`src/hdl/tlbpt_pkg.sv`:
```
// ----------------------------------------------------------------------------
// tlbpt_pkg
// Shared widths and the command/status bundles between the translator's
// controller and datapath.
// ----------------------------------------------------------------------------
package tlbpt_pkg;

  localparam int unsigned VA_W = 16;  // virtual address width
  localparam int unsigned PA_W = 15;  // physical address width

  // controller -> datapath
  typedef struct packed {
    logic clr_step;   // write one cleared page table entry, bump sweep index
    logic latch_in;   // capture the incoming virtual address
    logic do_div;     // register quotient of page field by page count
    logic do_page;    // register page number (remainder)
    logic do_cmp;     // register TLB tag match vector
    logic sel;        // take TLB lookup result (hit flag, matched frame)
    logic rd_tables;  // read page table and frame owner table
    logic take_pt;    // frame comes from the page table read data
    logic unmap;      // clear mapping of the page that owned the victim frame
    logic map;        // map page to victim frame, advance frame pointer
    logic fill;       // write page/frame into TLB slot, advance fill pointer
    logic load_out;   // load result registers
  } cmd_t;

  // datapath -> controller
  typedef struct packed {
    logic clr_last;   // sweep index is at the last page table entry
    logic hit;        // some valid TLB entry matched
    logic pt_mapped;  // page table read data says page is mapped
    logic wrapped;    // frame pointer has wrapped at least once
  } sts_t;

endpackage

```
`src/hdl/tlbpt_ram.sv`:
```
// ----------------------------------------------------------------------------
// tlbpt_ram
// Generic single-write, single-read RAM with registered read data.
// ----------------------------------------------------------------------------
module tlbpt_ram #(
  parameter int unsigned WIDTH = 8,
  parameter int unsigned DEPTH = 256
) (
  input  logic                                    clk_i,
  input  logic                                    we_i,
  input  logic [(DEPTH > 1 ? $clog2(DEPTH) : 1)-1:0] waddr_i,
  input  logic [WIDTH-1:0]                        wdata_i,
  input  logic                                    re_i,
  input  logic [(DEPTH > 1 ? $clog2(DEPTH) : 1)-1:0] raddr_i,
  output logic [WIDTH-1:0]                        rdata_o
);

  logic [WIDTH-1:0] mem_q [DEPTH];
  logic [WIDTH-1:0] rdata_q;

  always_ff @(posedge clk_i) begin
    if (we_i) begin
      mem_q[waddr_i] <= wdata_i;
    end
    if (re_i) begin
      rdata_q <= mem_q[raddr_i];
    end
  end

  assign rdata_o = rdata_q;

endmodule

```
`src/hdl/tlbpt_datapath.sv`:
```
// ----------------------------------------------------------------------------
// tlbpt_datapath
// Address split, page number reduction, TLB, page table, frame owner table,
// frame and fill pointers and result registers.
// ----------------------------------------------------------------------------
module tlbpt_datapath
  import tlbpt_pkg::*;
#(
  parameter int unsigned TLB_ENTRIES = 16,
  parameter int unsigned NUM_PAGES   = 256,
  parameter int unsigned NUM_FRAMES  = 128,
  parameter int unsigned OFFSET_BITS = 8
) (
  input  logic            clk_i,
  input  logic            rst_ni,
  input  logic [VA_W-1:0] virtual_address_i,
  input  cmd_t            cmd_i,
  output sts_t            sts_o,
  output logic [PA_W-1:0] physical_address_o,
  output logic            tlb_hit_o,
  output logic            page_fault_o
);

  localparam int unsigned PIN_W   = (VA_W > OFFSET_BITS) ? VA_W - OFFSET_BITS : 1;
  localparam int unsigned PAGE_W  = $clog2(NUM_PAGES);
  localparam int unsigned FRAME_W = $clog2(NUM_FRAMES);
  localparam int unsigned TIDX_W  = (TLB_ENTRIES > 1) ? $clog2(TLB_ENTRIES) : 1;
  localparam int unsigned PT_W    = FRAME_W + 1;
  // reciprocal for the page count; exact for dividends below 2**12
  localparam int unsigned RECIP_SH = 24;
  localparam int unsigned RECIP    = (32'd1 << RECIP_SH) / NUM_PAGES + 1;

  logic [VA_W-1:0]    va_q;
  logic [PIN_W-1:0]   quo_q;
  logic [PAGE_W-1:0]  page_q;
  logic [FRAME_W-1:0] frame_q;
  logic               hit_q, fault_q;

  logic [PAGE_W-1:0]  clr_q, clr_d;
  logic [FRAME_W-1:0] next_q, next_d;
  logic               wrapped_q, wrapped_d;
  logic [TIDX_W-1:0]  fill_q, fill_d;

  logic [PAGE_W-1:0]  tlb_tag_q   [TLB_ENTRIES];
  logic [FRAME_W-1:0] tlb_frame_q [TLB_ENTRIES];
  logic [TLB_ENTRIES-1:0] tlb_valid_q, tlb_valid_d;
  logic [TLB_ENTRIES-1:0] match_q;

  logic [PA_W-1:0] pa_q;
  logic            hit_out_q, fault_out_q;

  // page number reduction
  logic [VA_W-1:0]  va_shift;
  logic [PIN_W-1:0] pfield;
  logic [47:0]      quo_prod;
  logic [31:0]      rem_full;
  assign va_shift = va_q >> OFFSET_BITS;
  assign pfield   = va_shift[PIN_W-1:0];
  assign quo_prod = 48'(pfield) * 48'(RECIP);
  assign rem_full = 32'(pfield) - 32'(quo_q) * 32'(NUM_PAGES);

  // TLB lookup
  logic [TLB_ENTRIES-1:0] match_d;
  logic [FRAME_W-1:0]     tlb_frame_sel;
  always_comb begin
    tlb_frame_sel = '0;
    for (int i = 0; i < TLB_ENTRIES; i++) begin
      match_d[i] = tlb_valid_q[i] && (tlb_tag_q[i] == page_q);
      if (match_q[i]) begin
        tlb_frame_sel = tlb_frame_sel | tlb_frame_q[i];
      end
    end
  end

  // tables
  logic              pt_we;
  logic [PAGE_W-1:0] pt_waddr;
  logic [PT_W-1:0]   pt_wdata, pt_rdata;
  logic [PAGE_W-1:0] owner_rdata;

  assign pt_we    = cmd_i.clr_step | cmd_i.unmap | cmd_i.map;
  assign pt_waddr = cmd_i.clr_step ? clr_q : (cmd_i.unmap ? owner_rdata : page_q);
  assign pt_wdata = cmd_i.map ? {1'b1, next_q} : '0;

  tlbpt_ram #(.WIDTH(PT_W), .DEPTH(NUM_PAGES)) u_page_table (
    .clk_i   (clk_i),
    .we_i    (pt_we),
    .waddr_i (pt_waddr),
    .wdata_i (pt_wdata),
    .re_i    (cmd_i.rd_tables),
    .raddr_i (page_q),
    .rdata_o (pt_rdata)
  );

  tlbpt_ram #(.WIDTH(PAGE_W), .DEPTH(NUM_FRAMES)) u_frame_owner (
    .clk_i   (clk_i),
    .we_i    (cmd_i.map),
    .waddr_i (next_q),
    .wdata_i (page_q),
    .re_i    (cmd_i.rd_tables),
    .raddr_i (next_q),
    .rdata_o (owner_rdata)
  );

  // pointers and valid bits
  always_comb begin
    clr_d       = clr_q;
    next_d      = next_q;
    wrapped_d   = wrapped_q;
    fill_d      = fill_q;
    tlb_valid_d = tlb_valid_q;
    if (cmd_i.clr_step) begin
      clr_d = clr_q + 1'b1;
    end
    if (cmd_i.map) begin
      if (next_q == FRAME_W'(NUM_FRAMES - 1)) begin
        next_d    = '0;
        wrapped_d = 1'b1;
      end else begin
        next_d = next_q + 1'b1;
      end
    end
    if (cmd_i.fill) begin
      tlb_valid_d[fill_q] = 1'b1;
      if (fill_q == TIDX_W'(TLB_ENTRIES - 1)) begin
        fill_d = '0;
      end else begin
        fill_d = fill_q + 1'b1;
      end
    end
  end

  always_ff @(posedge clk_i or negedge rst_ni) begin
    if (!rst_ni) begin
      clr_q       <= '0;
      next_q      <= '0;
      wrapped_q   <= 1'b0;
      fill_q      <= '0;
      tlb_valid_q <= '0;
    end else begin
      clr_q       <= clr_d;
      next_q      <= next_d;
      wrapped_q   <= wrapped_d;
      fill_q      <= fill_d;
      tlb_valid_q <= tlb_valid_d;
    end
  end

  // payload registers
  logic [VA_W-1:0] offset;
  logic [31:0]     pa_full;
  assign offset  = va_q & VA_W'((32'd1 << OFFSET_BITS) - 1);
  assign pa_full = (32'(frame_q) << OFFSET_BITS) | 32'(offset);

  always_ff @(posedge clk_i) begin
    if (cmd_i.latch_in) va_q <= virtual_address_i;
    if (cmd_i.do_div)   quo_q <= PIN_W'(quo_prod >> RECIP_SH);
    if (cmd_i.do_page)  page_q <= PAGE_W'(rem_full);
    if (cmd_i.do_cmp)   match_q <= match_d;
    if (cmd_i.sel) begin
      hit_q   <= |match_q;
      fault_q <= 1'b0;
      frame_q <= tlb_frame_sel;
    end
    if (cmd_i.take_pt) frame_q <= pt_rdata[FRAME_W-1:0];
    if (cmd_i.map) begin
      frame_q <= next_q;
      fault_q <= 1'b1;
    end
    if (cmd_i.fill) begin
      tlb_tag_q[fill_q]   <= page_q;
      tlb_frame_q[fill_q] <= frame_q;
    end
    if (cmd_i.load_out) begin
      pa_q        <= pa_full[PA_W-1:0];
      hit_out_q   <= hit_q;
      fault_out_q <= fault_q;
    end
  end

  assign sts_o.clr_last  = (clr_q == PAGE_W'(NUM_PAGES - 1));
  assign sts_o.hit       = |match_q;
  assign sts_o.pt_mapped = pt_rdata[FRAME_W];
  assign sts_o.wrapped   = wrapped_q;

  assign physical_address_o = pa_q;
  assign tlb_hit_o          = hit_out_q;
  assign page_fault_o       = fault_out_q;

endmodule

```
`src/hdl/tlbpt_ctrl.sv`:
```
// ----------------------------------------------------------------------------
// tlbpt_ctrl
// Sequencer for one translation: clear sweep, lookup, miss handling, result.
// ----------------------------------------------------------------------------
module tlbpt_ctrl
  import tlbpt_pkg::*;
(
  input  logic clk_i,
  input  logic rst_ni,
  input  logic in_valid_i,
  output logic in_ready_o,
  output logic out_valid_o,
  input  logic out_ready_i,
  input  sts_t sts_i,
  output cmd_t cmd_o
);

  localparam logic [3:0] S_CLEAR = 4'd0;
  localparam logic [3:0] S_IDLE  = 4'd1;
  localparam logic [3:0] S_DIV   = 4'd2;
  localparam logic [3:0] S_PAGE  = 4'd3;
  localparam logic [3:0] S_CMP   = 4'd4;
  localparam logic [3:0] S_SEL   = 4'd5;
  localparam logic [3:0] S_PTRD  = 4'd6;
  localparam logic [3:0] S_MAP   = 4'd7;
  localparam logic [3:0] S_FILL  = 4'd8;
  localparam logic [3:0] S_DONE  = 4'd9;

  logic [3:0] state_q, state_d;
  logic       out_valid_q, out_valid_d;

  always_comb begin
    state_d = state_q;
    cmd_o   = '0;
    case (state_q)
      S_CLEAR: begin
        cmd_o.clr_step = 1'b1;
        if (sts_i.clr_last) state_d = S_IDLE;
      end
      S_IDLE: begin
        if (in_valid_i) begin
          cmd_o.latch_in = 1'b1;
          state_d        = S_DIV;
        end
      end
      S_DIV: begin
        cmd_o.do_div = 1'b1;
        state_d      = S_PAGE;
      end
      S_PAGE: begin
        cmd_o.do_page = 1'b1;
        state_d       = S_CMP;
      end
      S_CMP: begin
        cmd_o.do_cmp = 1'b1;
        state_d      = S_SEL;
      end
      S_SEL: begin
        cmd_o.sel = 1'b1;
        if (sts_i.hit) begin
          state_d = S_DONE;
        end else begin
          cmd_o.rd_tables = 1'b1;
          state_d         = S_PTRD;
        end
      end
      S_PTRD: begin
        if (sts_i.pt_mapped) begin
          cmd_o.take_pt = 1'b1;
          state_d       = S_FILL;
        end else begin
          cmd_o.unmap = sts_i.wrapped;
          state_d     = S_MAP;
        end
      end
      S_MAP: begin
        cmd_o.map = 1'b1;
        state_d   = S_FILL;
      end
      S_FILL: begin
        cmd_o.fill = 1'b1;
        state_d    = S_DONE;
      end
      S_DONE: begin
        if (!out_valid_q || out_ready_i) begin
          cmd_o.load_out = 1'b1;
          state_d        = S_IDLE;
        end
      end
      default: state_d = S_IDLE;
    endcase
  end

  assign out_valid_d = cmd_o.load_out | (out_valid_q & ~out_ready_i);

  always_ff @(posedge clk_i or negedge rst_ni) begin
    if (!rst_ni) begin
      state_q     <= S_CLEAR;
      out_valid_q <= 1'b0;
    end else begin
      state_q     <= state_d;
      out_valid_q <= out_valid_d;
    end
  end

  assign in_ready_o  = (state_q == S_IDLE);
  assign out_valid_o = out_valid_q;

endmodule

```
`src/hdl/tlb_page_table_translator.sv`:
```
// ----------------------------------------------------------------------------
// tlb_page_table_translator
// Virtual to physical address translation with a TLB, a page table and
// FIFO frame replacement.
// ----------------------------------------------------------------------------
// One transaction in, one transaction out. The virtual address splits into a
// page number (high bits, reduced modulo NUM_PAGES) and an OFFSET_BITS offset.
// The page is searched in a fully associative TLB of TLB_ENTRIES entries. On a
// miss the page table RAM is read; an unmapped page takes the frame at the
// FIFO frame pointer, and once that pointer has wrapped the page that last
// owned the frame loses its mapping. Every miss fills the TLB round robin.
// TLB entries are not invalidated when their frame is reused, so a stale
// entry keeps hitting with its old frame. One address is in flight at a time:
// after acceptance the page field is reduced by a reciprocal multiply and a
// page subtract, the tags are compared in a registered step and the match is
// selected; a miss then reads the page table and frame owner RAMs, a page
// fault unmaps and maps through the single write port of the page table, and
// the TLB is filled. The result is loaded once the output register is free,
// and the next address can be taken from the same cycle on in which the result
// is presented. A finished result sits in an output register, and the next
// address is accepted while it waits. After reset the page table is cleared in
// a sweep over all NUM_PAGES entries, during which no address is accepted.
// ----------------------------------------------------------------------------
module tlb_page_table_translator
  import tlbpt_pkg::*;
#(
  parameter int unsigned TLB_ENTRIES = 16,
  parameter int unsigned NUM_PAGES   = 256,
  parameter int unsigned NUM_FRAMES  = 128,
  parameter int unsigned OFFSET_BITS = 8
) (
  input  logic            clk_i,
  input  logic            rst_ni,
  // address transaction
  input  logic            in_valid_i,
  output logic            in_ready_o,
  input  logic [VA_W-1:0] virtual_address_i,
  // result transaction
  output logic            out_valid_o,
  input  logic            out_ready_i,
  output logic [PA_W-1:0] physical_address_o,
  output logic            tlb_hit_o,
  output logic            page_fault_o
);

  cmd_t cmd;
  sts_t sts;

  // sequencer: clear sweep, lookup steps, miss handling, output handshake
  tlbpt_ctrl u_ctrl (
    .clk_i       (clk_i),
    .rst_ni      (rst_ni),
    .in_valid_i  (in_valid_i),
    .in_ready_o  (in_ready_o),
    .out_valid_o (out_valid_o),
    .out_ready_i (out_ready_i),
    .sts_i       (sts),
    .cmd_o       (cmd)
  );

  // storage and arithmetic
  tlbpt_datapath #(
    .TLB_ENTRIES (TLB_ENTRIES),
    .NUM_PAGES   (NUM_PAGES),
    .NUM_FRAMES  (NUM_FRAMES),
    .OFFSET_BITS (OFFSET_BITS)
  ) u_datapath (
    .clk_i              (clk_i),
    .rst_ni             (rst_ni),
    .virtual_address_i  (virtual_address_i),
    .cmd_i              (cmd),
    .sts_o              (sts),
    .physical_address_o (physical_address_o),
    .tlb_hit_o          (tlb_hit_o),
    .page_fault_o       (page_fault_o)
  );

endmodule
```
`config.mk`:
```
export PLATFORM = sky130hd
export DESIGN_NAME = tlb_page_table_translator
export DESIGN_NICKNAME = d
export VERILOG_FILES = /design/src/hdl/tlbpt_pkg.sv /design/src/hdl/tlbpt_ram.sv /design/src/hdl/tlbpt_datapath.sv /design/src/hdl/tlbpt_ctrl.sv /design/src/hdl/tlb_page_table_translator.sv
export SDC_FILE = /design/constraint.sdc
export NUM_CORES = 2
export LEC_CHECK = 0
export ABC_AREA = 1
export BUFFER_PORTS_ARGS = -buffer_cell sky130_fd_sc_hd__buf_2
export CAP_MARGIN = 10
export CORE_MARGIN = 5
export CORE_UTILIZATION = 40
export DETAILED_ROUTE_END_ITERATION = 6
export GPL_TIMING_DRIVEN = 0
export PLACE_DENSITY_LB_ADDON = 0.1
export SYNTH_ARGS = -nofsm -noshare
export SYNTH_HDL_FRONTEND = slang
export SYNTH_HIERARCHICAL = 1
export SYNTH_SLANG_ARGS = --single-unit
```
`constraint.sdc`:
```
create_clock -name clk_i -period 14.43 [get_ports clk_i]
set_clock_uncertainty 0.1 [all_clocks]
set_input_delay 2.886 -clock clk_i [delete_from_list [all_inputs] [get_ports clk_i]]
set_output_delay 2.886 -clock clk_i [all_outputs]
set_load 0.005 [all_outputs]
```
==> flow_metrics.env <==
export IMPL_timing_rr_start="u_datapath/page_q[4]"
export IMPL_area_growth_pct=15.5
export IMPL_cts_root_buf="clkbuf_16"
export IMPL_placedCellCount=16500
export IMPL_synth_area_per_cell_sq_um=11.9
export IMPL_drcViolationCount=0
export IMPL_arrival_ns=6.56
export IMPL_hold_buffers=0
export IMPL_clock_path_buffers=4
export IMPL_grtUsageTotal_pct=30.4
export IMPL_synth_net_count=11800
export IMPL_post_route_period_util_pct=42.2
export IMPL_ys_warnings_count=6
export IMPL_vias=101000
export IMPL_grt_remaining_overflow=0
export IMPL_wl_met1_mm=215
export IMPL_dp_hpwl_mm=397
export IMPL_netlist_instances=11800
export IMPL_fin_ws_ns=8.34
export IMPL_cellPowerDensity_nw_per_um2=160
export IMPL_nNetsFinal=12300
export IMPL_path_max_fanout=19
export IMPL_max_freq_ghz=0.164
export IMPL_drive_gt1_share_pct=10.8
export IMPL_grt_start_max_net_pins=133
export IMPL_instances_no_fill=17300
export IMPL_die_h_um=601
export IMPL_tritoncts="built"
export IMPL_dieArea_sq_um=362000
export IMPL_cts_resized=0
export IMPL_maxUsedRoutingLayer="met5"
export IMPL_numCtsBuffers=374
export IMPL_clock_sinks=3435
export IMPL_drtPass1Iterations=6
export IMPL_peakVddDrop_v=0.000107
export IMPL_slew_headroom_pct=-1.57
export IMPL_violations="capacitance limit, slew limit"
export IMPL_gp_congestion=1.01
export IMPL_hold_viol=0
export IMPL_clk_pin_slew_ns=0.06
export IMPL_worstSetupStartpoint="u_datapath/page_q[4]"
export IMPL_cts_max_level=5
export IMPL_finalWirelength_mm=568
export IMPL_clock_latency_ns=1.01
export IMPL_rows=217
export IMPL_outcome="finished, violations left"
export IMPL_leakage_nw=59.4
export IMPL_min_delay_start="u_datapath/va_q[2]"
export IMPL_crit_path_start_kind="flip-flop"
export IMPL_rsz0062_at_grt="no"
export IMPL_dp_slack_ns=8.53
export IMPL_cts_setup_buffers=0
export IMPL_fin_tns_setup_ns=0
export IMPL_maxSlewViolCount=11
export IMPL_ff2ff_setup_slack_ns=8.34
export IMPL_num_io_pins=39
export IMPL_die_x_um=601
export IMPL_grt_pass1_wl_mm=768
export IMPL_core_area_sq_um=349000
export IMPL_io_buffers=38
export IMPL_setup_viol=0
export IMPL_viasPerCell=5.84
export IMPL_min_path_type="flip-flop to flip-flop"
export IMPL_final_util_pct=46.3
export IMPL_antenna_found_initial=22
export IMPL_hold_path_depth=0
export IMPL_cap_violations=1
export IMPL_wl_per_cell_um=32.9
export IMPL_post_route_min_period_ns=6.09
export IMPL_grt_pass1_vias=93900
export IMPL_worstSetupEndpointType="flip-flop"
export IMPL_tightest_slew_ns=1.52
export IMPL_wl_met3_mm=54.5
export IMPL_power_total_mw=25.8
export IMPL_initial_utilization_pct=40.1
export IMPL_rr_worst_depth=13
export IMPL_postRouteAntennaNets=0
export IMPL_cp_required_ns=14.90
export IMPL_syn_area_sq_um=140000
export IMPL_wl_met2_mm=253
export IMPL_crit_type="flip-flop to flip-flop"
export IMPL_dr_first_iter_drc_count=14200
[critical path, cell delays in order, from the launching register on]
cell	delay, ns
edfxtp_1	0.86
buf_16	0.24
buf_16	0.17
buf_16	0.17
buf_16	0.17
buf_16	0.17
buf_6	0.21
o21ai_0	0.09
o21ai_0	1.04
nand2_1	0.21
inv_1	0.37
nand2_1	0.40
clkbuf_1	0.34
nor2_1	1.04
[placed cells by master (no fill, tap or decap), types with 84 or more instances in the layout]
cell,instances
clkbuf_16,378
clkbuf_1,220
edfxtp_1,3393
nand2_1,3642
buf_4,101
nand3_1,2989
buf_16,87
buf_2,435
inv_1,125
clkinv_1,84
nor2_1,514
[area by class of cell]
cell class	instances	area, sq um
Antenna cell	21	52.6
Fill cell	31600	187000
Sequential cell	3435	103000
Multi-Input combinational cell	7416	32400
Tap cell	4599	5750
Clock buffer	466	9870
Inverter	145	612
Timing Repair Buffer	191	3460
Buffer	757	4090
Clock inverter	226	2310
[metal layers]
layer,up-vias,global-route usage (%)
met2,6175,46.8
met3,1484,6.05
met5,-,0
met1,50400,39.4
li1,42700,-
met4,4,19.7
[sequential cells by signal, summed over array words and instances, names as in the netlist, 4 cells and up]
signal,flops
u_datapath/u_page_table/mem_q,2048
u_datapath/u_frame_owner/mem_q,1024
u_datapath/tlb_tag_q,128
u_datapath/tlb_frame_q,112
u_datapath/match_q,16
u_datapath/tlb_valid_q,16
u_datapath/va_q,16
u_datapath/physical_address_o,15
u_datapath/clr_q,8
u_datapath/page_q,8
u_datapath/u_frame_owner/rdata_o,8
u_datapath/u_page_table/rdata_o,8
u_datapath/frame_q,7
u_datapath/next_q,7
u_ctrl/state_q,4
u_datapath/fill_q,4
[power breakdown]
group / internal, mW / leakage [nW] / switching [mW]
sequential: 11.1 / 35.8 / 0.0747
clock: 5.61 / 5.96 / 4.07
combinational: 1.12 / 17.7 / 3.82
total: 17.8 / 59.4 / 7.96
[path summary, 6_finish.rpt]
check / endpoint
setup reg to reg: u_datapath/u_page_table/mem_q[127][5]
hold reg to reg: u_datapath/physical_address_o[2]
max in group asynchronous: u_datapath/tlb_valid_q[15]
hold / removal: u_datapath/physical_address_o[2]
setup / recovery: u_datapath/u_page_table/mem_q[127][5]
min in group asynchronous: u_ctrl/out_valid_o
[stage by stage]
stage / hold slack (ns) / area (sq um)
finish: 0.317 / 161000
global route: 0.324 / 161000
CTS: 0.318 / 161000
detailed placement: 0.305 / 149000
global placement: 0.304 / 146000
floorplan: 0.300 / 140000
No activity file was read; power rests on OpenSTA's default activity.
